--- src/rau_pkg.sv ---
package rau_pkg;

  // Operation codes carried in the kind field.
  localparam logic [2:0] KIND_ADD = 3'd0;
  localparam logic [2:0] KIND_SUB = 3'd1;
  localparam logic [2:0] KIND_MUL = 3'd2;
  localparam logic [2:0] KIND_DIV = 3'd3;
  localparam logic [2:0] KIND_EQ  = 3'd4;

endpackage

--- src/rau_div.sv ---
module rau_div #(
  parameter int W = 32
) (
  input  logic         clk,
  input  logic         rst,
  input  logic         start,
  input  logic [W-1:0] dividend,
  input  logic [W-1:0] divisor,
  output logic [W-1:0] quotient,
  output logic [W-1:0] remainder,
  output logic         done
);

  localparam int CW = $clog2(W + 1);

  logic [CW-1:0] cnt;
  logic [W:0]    rem_sh;
  logic [W:0]    rem_sub;
  logic          take;

  // One restoring step: bring down the next dividend bit and try the subtract.
  always_comb begin
    rem_sh  = {remainder, quotient[W-1]};
    rem_sub = rem_sh - {1'b0, divisor};
    take    = (rem_sh >= {1'b0, divisor});
  end

  always_ff @(posedge clk) begin
    if (rst) begin
      cnt  <= '0;
      done <= 1'b0;
    end else begin
      done <= 1'b0;
      if (start) begin
        quotient  <= dividend;
        remainder <= '0;
        cnt       <= CW'(W);
      end else if (cnt != '0) begin
        quotient  <= {quotient[W-2:0], take};
        remainder <= take ? rem_sub[W-1:0] : rem_sh[W-1:0];
        cnt       <= cnt - CW'(1);
        if (cnt == CW'(1)) begin
          done <= 1'b1;
        end
      end
    end
  end

endmodule

--- src/rau_mul.sv ---
module rau_mul #(
  parameter int W = 32
) (
  input  logic         clk,
  input  logic         rst,
  input  logic         start,
  input  logic [W-1:0] op_a,
  input  logic [W-1:0] op_b,
  output logic [W-1:0] product,
  output logic         done
);

  localparam int CW = $clog2(W + 1);

  logic [CW-1:0] cnt;
  logic [W-1:0]  ma;
  logic [W-1:0]  mb;

  // Shift and add, one multiplier bit a cycle, keeping the low W bits only.
  always_ff @(posedge clk) begin
    if (rst) begin
      cnt  <= '0;
      done <= 1'b0;
    end else begin
      done <= 1'b0;
      if (start) begin
        product <= '0;
        ma      <= op_a;
        mb      <= op_b;
        cnt     <= CW'(W);
      end else if (cnt != '0) begin
        if (mb[0]) begin
          product <= product + ma;
        end
        ma  <= {ma[W-2:0], 1'b0};
        mb  <= {1'b0, mb[W-1:1]};
        cnt <= cnt - CW'(1);
        if (cnt == CW'(1)) begin
          done <= 1'b1;
        end
      end
    end
  end

endmodule

--- src/rational_arithmetic_unit.sv ---
// Rational arithmetic unit.
// Input channel s_*: one transaction carries an operation code in s_tuser and
// two fractions in s_tdata. Output channel m_*: one transaction per input,
// the reduced result in m_tdata with the equality and fault flags in m_tuser.
// The operations share one bit-serial divider and one bit-serial
// multiplier. The Euclidean gcd loop needs one divider pass per remainder
// step, which depends on the data.
// Multiply takes two multiplier passes and one reduction; add and subtract
// take a gcd, three multiplier and three divider passes plus a reduction.
// A reduction is one gcd plus two divider passes.
// The input is taken only while the sequencer is idle, one item at a time; a
// result waiting in the output register does not stop the next item from
// being accepted, but the sequencer holds its finished result until the
// output register is free, so a stalled receiver loses nothing.
// Reset is synchronous and returns the sequencer to idle with no result
// pending.
module rational_arithmetic_unit #(
  parameter int PART_WIDTH = 32
) (
  input  logic         clk,
  input  logic         rst,
  input  logic         s_tvalid,
  output logic         s_tready,
  // left_num, left_den, right_num, right_den (lowest bits first)
  input  logic [127:0] s_tdata,
  // kind
  input  logic [2:0]   s_tuser,
  output logic         m_tvalid,
  input  logic         m_tready,
  // out_num, out_den (lowest bits first)
  output logic [63:0]  m_tdata,
  // is_equal, fault (lowest bit first)
  output logic [1:0]   m_tuser
);

  import rau_pkg::*;

  localparam int W = PART_WIDTH;

  typedef enum logic [4:0] {
    S_IDLE, S_DISPATCH, S_WAIT,
    G_STEP, G_REM,
    R_START, R_G, R_N, R_D,
    A_G, A_P, A_L, A_Q1, A_T1, A_Q2, A_T2,
    M_1, M_2,
    D_1, D_2, D_3,
    E_1, E_2,
    S_FINISH
  } state_t;

  state_t state, ret, gret, rret;

  logic [2:0]   kind;
  logic [W-1:0] na, da, nb, db;
  logic [W-1:0] rn, rd, an, ad, l, ta, gx, gy;
  logic         fault, is_eq, qneg;

  logic         mul_start, div_start, mul_done, div_done;
  logic [W-1:0] mul_a, mul_b, mul_p, div_a, div_b, div_q, div_r, fixq;

  function automatic logic [W-1:0] neg_w(input logic [W-1:0] x);
    return '0 - x;
  endfunction

  function automatic logic [W-1:0] mag_w(input logic [W-1:0] x);
    return x[W-1] ? ('0 - x) : x;
  endfunction

  rau_mul #(.W(W)) u_mul (
    .clk(clk), .rst(rst), .start(mul_start), .op_a(mul_a), .op_b(mul_b),
    .product(mul_p), .done(mul_done)
  );

  rau_div #(.W(W)) u_div (
    .clk(clk), .rst(rst), .start(div_start), .dividend(div_a), .divisor(div_b),
    .quotient(div_q), .remainder(div_r), .done(div_done)
  );

  // Quotient with the sign of the pending signed division applied.
  assign fixq     = qneg ? neg_w(div_q) : div_q;
  assign s_tready = (state == S_IDLE);

  // Sequencer: a step that issues a pass of a shared unit also names the
  // step that takes its result.
  always_ff @(posedge clk) begin
    if (rst) begin
      state     <= S_IDLE;
      m_tvalid  <= 1'b0;
      mul_start <= 1'b0;
      div_start <= 1'b0;
    end else begin
      mul_start <= 1'b0;
      div_start <= 1'b0;
      // The finishing step reloads the output register itself.
      if (m_tvalid && m_tready && state != S_FINISH) begin
        m_tvalid <= 1'b0;
      end
      case (state)
        S_IDLE: begin
          if (s_tvalid) begin
            kind  <= s_tuser;
            na    <= W'($signed(s_tdata[31:0]));
            da    <= W'($signed(s_tdata[63:32]));
            nb    <= W'($signed(s_tdata[95:64]));
            db    <= W'($signed(s_tdata[127:96]));
            fault <= 1'b0;
            is_eq <= 1'b0;
            state <= S_DISPATCH;
          end
        end
        S_DISPATCH: begin
          case (kind)
            KIND_ADD, KIND_SUB: begin
              gx    <= mag_w(da);
              gy    <= mag_w(db);
              gret  <= A_G;
              state <= G_STEP;
            end
            KIND_MUL: begin
              mul_a     <= na;
              mul_b     <= nb;
              mul_start <= 1'b1;
              ret       <= M_1;
              state     <= S_WAIT;
            end
            KIND_DIV: begin
              rn    <= db;
              rd    <= nb;
              rret  <= D_1;
              state <= R_START;
            end
            KIND_EQ: begin
              rn    <= na;
              rd    <= da;
              rret  <= E_1;
              state <= R_START;
            end
            default: state <= S_FINISH;
          endcase
        end
        S_WAIT: begin
          if (mul_done || div_done) begin
            state <= ret;
          end
        end
        // Euclidean gcd of gx and gy, result left in gx.
        G_STEP: begin
          if (gy == '0) begin
            state <= gret;
          end else begin
            div_a     <= gx;
            div_b     <= gy;
            div_start <= 1'b1;
            ret       <= G_REM;
            state     <= S_WAIT;
          end
        end
        G_REM: begin
          gx    <= gy;
          gy    <= div_r;
          state <= G_STEP;
        end
        // Reduction of rn/rd in place.
        R_START: begin
          gx    <= mag_w(rn);
          gy    <= mag_w(rd);
          gret  <= R_G;
          state <= G_STEP;
        end
        R_G: begin
          if (gx == '0) begin
            fault <= 1'b1;
            state <= S_FINISH;
          end else begin
            div_a     <= mag_w(rn);
            div_b     <= gx;
            qneg      <= rn[W-1];
            div_start <= 1'b1;
            ret       <= R_N;
            state     <= S_WAIT;
          end
        end
        R_N: begin
          rn        <= fixq;
          div_a     <= mag_w(rd);
          div_b     <= gx;
          qneg      <= rd[W-1];
          div_start <= 1'b1;
          ret       <= R_D;
          state     <= S_WAIT;
        end
        R_D: begin
          if (rn[W-1] && fixq[W-1]) begin
            rn <= neg_w(rn);
            rd <= neg_w(fixq);
          end else begin
            rd <= fixq;
          end
          state <= rret;
        end
        // Add and subtract over the least common multiple.
        A_G: begin
          if (gx == '0 || da == '0 || db == '0) begin
            fault <= 1'b1;
            state <= S_FINISH;
          end else begin
            mul_a     <= da;
            mul_b     <= db;
            mul_start <= 1'b1;
            ret       <= A_P;
            state     <= S_WAIT;
          end
        end
        A_P: begin
          div_a     <= mag_w(mul_p);
          div_b     <= gx;
          qneg      <= mul_p[W-1];
          div_start <= 1'b1;
          ret       <= A_L;
          state     <= S_WAIT;
        end
        A_L: begin
          l         <= fixq;
          div_a     <= mag_w(fixq);
          div_b     <= mag_w(da);
          qneg      <= fixq[W-1] ^ da[W-1];
          div_start <= 1'b1;
          ret       <= A_Q1;
          state     <= S_WAIT;
        end
        A_Q1: begin
          mul_a     <= na;
          mul_b     <= fixq;
          mul_start <= 1'b1;
          ret       <= A_T1;
          state     <= S_WAIT;
        end
        A_T1: begin
          ta        <= mul_p;
          div_a     <= mag_w(l);
          div_b     <= mag_w(db);
          qneg      <= l[W-1] ^ db[W-1];
          div_start <= 1'b1;
          ret       <= A_Q2;
          state     <= S_WAIT;
        end
        A_Q2: begin
          mul_a     <= nb;
          mul_b     <= fixq;
          mul_start <= 1'b1;
          ret       <= A_T2;
          state     <= S_WAIT;
        end
        A_T2: begin
          rn    <= (kind == KIND_ADD) ? (ta + mul_p) : (ta - mul_p);
          rd    <= l;
          rret  <= S_FINISH;
          state <= R_START;
        end
        // Multiply.
        M_1: begin
          rn        <= mul_p;
          mul_a     <= da;
          mul_b     <= db;
          mul_start <= 1'b1;
          ret       <= M_2;
          state     <= S_WAIT;
        end
        M_2: begin
          rd    <= mul_p;
          rret  <= S_FINISH;
          state <= R_START;
        end
        // Divide: the reduced, swapped divisor sits in rn/rd.
        D_1: begin
          mul_a     <= na;
          mul_b     <= rn;
          mul_start <= 1'b1;
          ret       <= D_2;
          state     <= S_WAIT;
        end
        D_2: begin
          rn        <= mul_p;
          mul_a     <= da;
          mul_b     <= rd;
          mul_start <= 1'b1;
          ret       <= D_3;
          state     <= S_WAIT;
        end
        D_3: begin
          rd    <= mul_p;
          rret  <= S_FINISH;
          state <= R_START;
        end
        // Equality test on both reduced operands.
        E_1: begin
          an    <= rn;
          ad    <= rd;
          rn    <= nb;
          rd    <= db;
          rret  <= E_2;
          state <= R_START;
        end
        E_2: begin
          is_eq <= (rn == an) && (rd == ad);
          state <= S_FINISH;
        end
        // Load the output register once it is free.
        S_FINISH: begin
          if (!m_tvalid || m_tready) begin
            m_tvalid <= 1'b1;
            if (fault || kind == KIND_EQ || kind > KIND_EQ) begin
              m_tdata <= '0;
            end else begin
              m_tdata <= {32'($signed(rd)), 32'($signed(rn))};
            end
            m_tuser <= {fault, is_eq & ~fault};
            state   <= S_IDLE;
          end
        end
        default: state <= S_IDLE;
      endcase
    end
  end

endmodule

--- config.mk ---
export PLATFORM = sky130hd
export DESIGN_NAME = rational_arithmetic_unit
export DESIGN_NICKNAME = d
export VERILOG_FILES = /design/src/rau_pkg.sv /design/src/rau_div.sv /design/src/rau_mul.sv /design/src/rational_arithmetic_unit.sv
export SDC_FILE = /design/constraint.sdc
export NUM_CORES = 2
export LEC_CHECK = 0
export ABC_AREA = 1
export BUFFER_PORTS_ARGS = -buffer_cell sky130_fd_sc_hd__buf_2
export CAP_MARGIN = 10
export CORE_ASPECT_RATIO = 1.4
export CORE_MARGIN = 3
export CORE_UTILIZATION = 30
export CTS_CLUSTER_DIAMETER = 120
export DETAILED_ROUTE_END_ITERATION = 16
export PLACE_DENSITY = 0.42
export RECOVER_POWER = 25
export REMOVE_ABC_BUFFERS = 1
export SYNTH_ARGS = -nofsm -noshare
export SYNTH_HDL_FRONTEND = slang
export SYNTH_SLANG_ARGS = --single-unit
--- constraint.sdc ---
create_clock -name clk -period 10.3 [get_ports clk]
set_clock_uncertainty 0.15 [all_clocks]
set_input_delay 2.06 -clock clk [delete_from_list [all_inputs] [get_ports clk]]
set_output_delay 2.06 -clock clk [all_outputs]
set_load 0.02 [all_outputs]
==> impl_metrics.ini <==
[critical_path]
crit_path_start_kind = register
cp_num_buf_inv = 2
cp.depth = 18
end_kind = register
criticalPathCategory = reg2reg
crit_family = simple AND/OR/NAND/NOR gates
worstPathArrival_ns = 6.00
ff2ff_path_depth = 18
crit_fanout = 7
max_stage_delay_ns = 0.91
crit_chain = nor2_1 -> nand2_1 -> nor4_1 -> nand3_1 -> xor2_1 -> o21ai_0 -> ha_1 -> nand2_1 -> nor2_1 -> inv_1 -> nor2_1 -> inv_1 -> o211ai_1 -> nand2_1 -> nand2_1 -> a21oi_1 -> a21oi_1 -> nor2_1
crit_required_ns = 10.63
critPathSlowestCell = nor4_1

[timing]
setup_viol = 0
final_hold_viol_count = 0
fin_setup_tns_ns = 0
max_freq_mhz = 177
relSlewSlack = -1.34
worst_slew_pin_slew_ns = 3.51
fin_crit_ns = 5.67
timing.hold.ws_ns = 0.318
drv_slew = 372
fin_crit_sh = 0.550
rsz0062_at_grt = false

[route]
top_layer = met5
vias = 45200
antenna_left = 0
wire_per_inst_um = 32.2
routed-wl-met3_um = 16500
finalWirelength_um = 261000
vias_per_cell = 5.58
first_pass_iters = 8
wl_met1_um = 104000
drc_errors = 0
drt_iter0_drc = 5277
wl_met2_um = 122000

[place]
place_inst = 7930
placedInstanceArea_mm2 = 0.0518
dp_hpwl_um = 211000
numPortBuffers = 202
gp_congestion = 1.05

[finish]
n_fill_cell = 16800
utilization = 0.344
regMostFlops = m_tdata
drive_above_1_share = 0.100
finalNetCount = 6172
largest_reg_flops = 64
area_growth_pct = 13.9
final_cell_area_mm2 = 0.0548
fin_cells = 8101

[logic_synthesis]
ys_seq_area_frac = 0.480
yosys.cell_count.top_type = nand2_1
yosysWarnings = 0
synth_seq_cells = 776
yosysTopAreaCellShare = 0.471
yosysTopAreaCell = edfxtp_1
synthArstFlopShare = 0
synth_area_mm2 = 0.0481
synth.distinct_cells = 69
synth_edf_count = 754
synthTopCellsByArea = edfxtp_1 47%, nand2_1 11%, nor2_1 4.6%
netlist_instances = 5752
synthFlopType = edfxtp_1
avgSynthCellArea_um2 = 8.36
synthTopCellsByCount = 1352 x nand2_1, 754 x edfxtp_1, 595 x nor2_1, 548 x inv_1, 388 x o21ai_0

[die]
die_h_um = 480
io_pins = 203
fp.dieArea_mm2 = 0.165
die_x_um = 344
core_mm2 = 0.159
num_rows = 173
initial_core_util = 0.302

[clock_network]
numCtsBuffers = 90
clk_latency_ns = 0.76
cts_tree = built
clk_pin_slew_ns = 0.06
post-cts-setup-buffers = 0
root_buffer = clkbuf_16
cts.path.max_buffers = 3
hold_buffers = 0
ctsResizeCount = 0
clock-sinks = 776
htree_levels = 3

[status]
violations = max-capacitance violations, max-slew violations
status = finished, violations left

[global_route]
grt_pass1_vias = 43700
grtUsageTotal = 0.308
grt_max_degree = 127
antenna_found_initial = 13
grt_pass1_wl_um = 352000
overflow = 0

[pwr]
power.leakage_nw = 21.1
power_density_mw_per_mm2 = 274
vdd_drop_max_mv = 0.126

[flow_run]
cap_violations = 10

[min_path]
hold_class = reg2reg
min_delay_path_depth = 2
-- report_power, final --
part           switching [W]  internal, W
clock network        0.00151      0.00198
registers           0.000739      0.00455
logic                0.00454      0.00168
-- per-layer routing --
metal	vias up	GRT usage
met4	2	0.185
met1	22200	0.389
met2	2217	0.505
met5	-	0
met3	481	0.0362
li1	20400	-
-- final cells by class --
type	count	area, um2	share of cell area
well taps	2100	2630	0.0480
clock buffers	105	2320	0.0423
multi-input cells	4164	22000	0.402
diodes	4	10.0	0.000183
inverters	585	2200	0.0402
clock inverters	62	781	0.0143
flip-flops and latches	776	23100	0.421
repair buffers	305	1750	0.0319
-- path summary, 6_finish.rpt --
check,endpoint,slack (ns),start
hold / removal,u_mul.cnt[3],0.32,u_mul.cnt[3]
setup reg to reg,rn[27],4.63,u_mul.product[14]
setup / recovery,rn[27],4.63,u_mul.product[14]
hold reg to reg,u_mul.cnt[3],0.32,u_mul.cnt[3]
-- metrics by stage --
step | setup slack (ns) | total power (W)
2_1_floorplan | 1.91 | 0.00876
3_3_place_gp | 4.64 | 0.0115
3_5_place_dp | 4.63 | 0.0115
4_1_cts | 4.58 | 0.0150
5_1_grt | 4.42 | 0.0158
6_report | 4.63 | 0.0150
-- cells in the final DEF (no fill, tap or decap), types with 19 or more instances in the layout --
cell       instances
a211oi_1          27
a21oi_1          316
a221oi_1          48
a22oi_1           46
a31oi_1           27
buf_2            195
buf_4             91
clkbuf_1          32
clkbuf_16         90
clkinv_1          24
dfxtp_1           22
edfxtp_1         754
ha_1             112
inv_1            544
inv_2             25
nand2_1         1353
nand2_2           26
nand3_1          316
nand4_1          115
nor2_1           583
nor2_2            26
nor2_4            22
nor3_1            97
nor4_1            48
o2111ai_1         23
o211ai_1          74
o21a_1            22
o21ai_0          389
o21ai_1           19
o221ai_1          32
o22ai_1           81
or2_2             31
xnor2_1           62
xor2_1           140
-- logic make-up (layout without fill, tap and decap cells) --
family | Yosys count | after routing | share of synthesized area
flip-flops | 776 | 776 | 0.480
AND/OR/NAND/NOR | 2669 | 2669 | 0.241
AO/OA/AOI/OAI | 1177 | 1177 | 0.146
buffers and inverters | 812 | 1057 | 0.0648
adder cells (fa/ha/maj) | 115 | 115 | 0.0304
XOR/XNOR | 203 | 203 | 0.0375
other | 0 | 4 | 0
-- worst reg2reg max path: cells and delay by family (launching register included) --
family / cells / cell delay (ns)
fa+ha+maj: 1 / 0.40
xor+xnor: 1 / 0.34
buf+inv: 2 / 0.15
flops: 1 / 0.55
simple gates: 10 / 2.94
compound gates: 4 / 0.89
(Power assumes the default switching activity.)
